===== config.mk =====
export PLATFORM = sky130hd
export DESIGN_NAME = sft_div
export DESIGN_NICKNAME = d
export VERILOG_FILES = /design/src/sft_pkg.sv /design/src/sft_div.sv
export SDC_FILE = /design/constraint.sdc
export NUM_CORES = 1
export LEC_CHECK = 0
export BUFFER_PORTS_ARGS = -buffer_cell sky130_fd_sc_hd__buf_4
export CORE_UTILIZATION = 50
export CTS_CLUSTER_SIZE = 30
export DETAILED_ROUTE_END_ITERATION = 16
export PLACE_DENSITY = 0.74
export SLEW_MARGIN = 10
export SYNTH_ARGS = -nofsm -noshare
export SYNTH_HDL_FRONTEND = slang
export SYNTH_SLANG_ARGS = --single-unit

===== constraint.sdc =====
create_clock -name clk -period 8.4 [get_ports clk]
set_clock_uncertainty 0.1 [all_clocks]
set_input_delay 1.26 -clock clk [delete_from_list [all_inputs] [get_ports clk]]
set_output_delay 1.26 -clock clk [all_outputs]
set_load 0.01 [all_outputs]

===== src/sft_pkg.sv =====
// ----------------------------------------------------------------------------
// sft_pkg
// Shared widths and constants of the top-three syscall frequency tracker.
// ----------------------------------------------------------------------------
package sft_pkg;

  localparam int NUM_IDS = 512;
  localparam int ID_W    = 9;
  localparam int CNT_W   = 32;
  localparam int DLY_W   = 64;
  localparam int PID_W   = 22;
  localparam int ADDR_W  = $clog2(NUM_IDS);

  localparam logic [CNT_W-1:0] CNT_MAX = '1;

  // Histogram address of an identifier; only meaningful for identifiers below NUM_IDS.
  function automatic logic [ADDR_W-1:0] addr_of(input logic [ID_W-1:0] id);
    logic [31:0] ext;
    ext = 32'(id);
    return ext[ADDR_W-1:0];
  endfunction

endpackage


===== src/sft_div.sv =====
// ----------------------------------------------------------------------------
// sft_div
// Restoring radix-2 unsigned divider, one quotient bit per cycle.
// A zero divisor yields a zero quotient.
// ----------------------------------------------------------------------------
module sft_div import sft_pkg::*; (
  input  logic             clk,
  input  logic             rst_n,
  input  logic             start,
  input  logic [DLY_W-1:0] dividend,
  input  logic [DLY_W-1:0] divisor,
  output logic             busy,
  output logic [DLY_W-1:0] quotient
);

  localparam int STEP_W = $clog2(DLY_W);

  logic              busy_r;
  logic [STEP_W-1:0] step_r;
  logic [DLY_W-1:0]  quo_r;
  logic [DLY_W-1:0]  rem_r;
  logic [DLY_W-1:0]  dvs_r;
  logic              zero_r;
  logic [DLY_W:0]    rem_sh;
  logic [DLY_W:0]    rem_sub;
  logic              fits;

  assign rem_sh  = {rem_r, quo_r[DLY_W-1]};
  assign fits    = rem_sh >= {1'b0, dvs_r};
  assign rem_sub = rem_sh - {1'b0, dvs_r};

  always_ff @(posedge clk) begin
    if (!rst_n) begin
      busy_r <= 1'b0;
      step_r <= '0;
    end else if (start) begin
      busy_r <= 1'b1;
      step_r <= '0;
      quo_r  <= dividend;
      rem_r  <= '0;
      dvs_r  <= divisor;
      zero_r <= (divisor == '0);
    end else if (busy_r) begin
      if (fits) begin
        rem_r <= rem_sub[DLY_W-1:0];
      end else begin
        rem_r <= rem_sh[DLY_W-1:0];
      end
      quo_r  <= {quo_r[DLY_W-2:0], fits};
      step_r <= step_r + STEP_W'(1);
      if (step_r == STEP_W'(DLY_W - 1)) begin
        busy_r <= 1'b0;
      end
    end
  end

  assign busy     = busy_r;
  assign quotient = zero_r ? '0 : quo_r;

endmodule


==> results.toml <==
[yosys]
yosysWarnings = 0
synth_edf_count = 193
synth_seq_cells = 200
netlist_instances = 1258
synth_cell_types = 66
netlist_area_um2 = 12500
synth_flop_cell = "edfxtp_1"
async_reset_ff_frac = 0
synth_nets = 1455
ys_seq_area_frac = 0.474
avgSynthCellArea_um2 = 9.96

[clocking]
cts.repair.resized = 0
cts_hold_buf = 0
clk_latency_ns = 0.46
clk_path_buf_depth = 2
cts.htree.levels = 4
cts_buffers = 17
cts_tree = "built"
cts_setup_buffers = 0
path_clk_slew_ns = 0.10
cts.sinks = 200
cts_root_buf = "clkbuf_16"

[timing]
maxSlewHeadroom = 0.379
final-max-slew-violation-count = 0
setup_viol = 0
tightest_slew_ns = 0.932
timing.final.ws_setup_ns = 4.31
max_freq_ghz = 0.245
min_period_ns = 4.09
hold_viol = 0
fin_tns_setup_ns = 0
post-route-period-util = 0.486
rsz0062_at_grt = "false"

[worst_hold_path]
min_path_type = "flip-flop to flip-flop"

[floorplanning]
dieArea_um2 = 25700
die_h_um = 160
io_pins = 196
start_util = 0.512
die_x_um = 160
fp-row-count = 57
coreArea_um2 = 24500

[place]
pre_cts_slack_ns = 4.22
globalplace.congestion = 0.918
dp_hpwl_um = 23800
port_buffers = 195
placed_cell_area_um2 = 14200

[setup_path]
worstPathMaxFanout = 36
path_class = "flip-flop to flip-flop"
required_ns = 8.46
critPathLaunchType = "flip-flop"
crit_arrival_ns = 4.15
cp-end-kind = "flip-flop"

[run]
maxCapViolCount = 0

[route]
dr.pass1.iters = 5
avgViaCountPerCell = 5.79
wl_um = 33100
initialDrtViolationCount = 967
wl_per_cell_um = 18.9
route.vias.total = 10137
antenna_left = 0
drc = 0

[power]
p_per_area_nw_per_um2 = 200
vdd_drop_max_mv = 0.106
leakage_uw = 0.00601
fin_total_pwr_uw = 2960

[global_route]
antenna_found_initial = 0
grt_pass1_wl_um = 52300
grt.overflow.total = 0
grt_max_degree = 70
track_usage = 0.259
grt_pass1_vias = 9848

[cells_and_area]
layout_common_cells = "buf_4 (201), edfxtp_1 (193), nand2_1 (161), a21oi_1 (130), inv_1 (87)"
postLayoutCellArea_um2 = 14800
fillers = 2048
layout_commonest_cell = "buf_4"
syn2layout_area_growth_pct = 18.3
nets = 1612
diodes = 0
drive_gt1_frac = 0.221

[outcome]
status = "complete, no violations"
==> registers in the layout, summed over array words and instances (netlist names) <==
name,cells
busy,1
zero_r,1
quo_r,64
step_r,6
dvs_r,64
rem_r,64
==> routing by layer <==
layer | share of wire | GRT usage | vias up | routed length (um)
met3 | 0.049 | 0.0343 | 55 | 1630
met4 | 0.024 | 0.0870 | 0 | 792
met5 | 0 | 0 | - | 0
li1 | - | - | 4883 | -
met2 | 0.48 | 0.426 | 328 | 16000
met1 | 0.44 | 0.355 | 4871 | 14700
==> synthesized netlist by cell type (6+ instances only) <==
library cell	number	area (um2)
edfxtp_1	193	5800
nand2_1	161	604
a21oi_1	130	651
inv_1	87	327
mux2_2	66	743
ha_1	65	813
nor2b_1	65	407
nor2_1	58	218
o21ai_0	47	235
clkbuf_1	44	165
xnor2_1	34	298
nand4_1	33	206
a21o_1	29	218
nor4_1	24	150
xor2_1	24	210
nand3_1	21	105
a211oi_1	17	128
nor3_1	13	65.1
buf_2	12	60.1
o21a_1	12	90.1
o21bai_1	12	90.1
a31oi_1	8	50.1
nand2b_1	8	50.1
dfxtp_1	7	140
or3_1	7	43.8
and2_1	6	37.5
==> critical path, stage by stage, from the launching register on <==
cell,delay (ns)
edfxtp_1,0.41
ha_1,0.39
a21oi_1,0.33
o21ai_0,0.23
nor4b_1,0.33
nand3_1,0.14
o2111ai_1,0.22
a21boi_1,0.16
a31o_2,0.30
a21oi_4,0.40
buf_4,0.49
or4_1,0.18
o311ai_0,0.10
==> worst paths after layout <==
path / from / endpoint / slack [ns] / depth (start not counted)
max: rem_r[19]$_SDFFCE_PP0P_ / rem_r[59]$_SDFFCE_PP0P_ / 4.31 / 12
min: step_r[5]$_SDFFE_PP0P_ / step_r[5]$_SDFFE_PP0P_ / 0.40 / 2
max reg2reg: rem_r[19]$_SDFFCE_PP0P_ / rem_r[59]$_SDFFCE_PP0P_ / 4.31 / 12
min reg2reg: step_r[5]$_SDFFE_PP0P_ / step_r[5]$_SDFFE_PP0P_ / 0.40 / 2
==> through the flow <==
stage,hold slack [ns],utilization,cells
2_1_floorplan,0.358,-,1258
3_3_place_gp,0.376,0.580,1720
3_5_place_dp,0.379,0.580,1720
4_1_cts,0.395,0.606,1752
5_1_grt,0.443,0.606,1752
6_report,0.402,0.606,1752
==> cells by family after synthesis <==
| logic type | count (synthesis) | synth area share |
|---|---|---|
| xor+xnor | 58 | 0.0405 |
| compound gates | 302 | 0.149 |
| mux | 67 | 0.0601 |
| simple gates | 415 | 0.162 |
| buf+inv | 150 | 0.0485 |
| flops | 200 | 0.474 |
| fa+ha+maj | 66 | 0.0665 |
==> area by class of cell <==
| class | count | area, um2 | share of cell area |
|---|---|---|---|
| clock inverters | 15 | 223 | 0.0150 |
| repair buffers | 201 | 1510 | 0.102 |
| inverters | 87 | 327 | 0.0220 |
| multi-input cells | 908 | 6010 | 0.405 |
| clock buffers | 17 | 425 | 0.0287 |
| well taps | 324 | 405 | 0.0273 |
| flip-flops and latches | 200 | 5940 | 0.400 |
==> report_power, final <==
group	internal, uW	total (uW)	switching, uW	leakage, uW
Sequential	1200	1230	36.1	0.00190
Clock	424	906	482	0.000311
Combinational	338	824	486	0.00380
Total	1960	2960	1000	0.00601
Power figures use the tool's default switching activity.
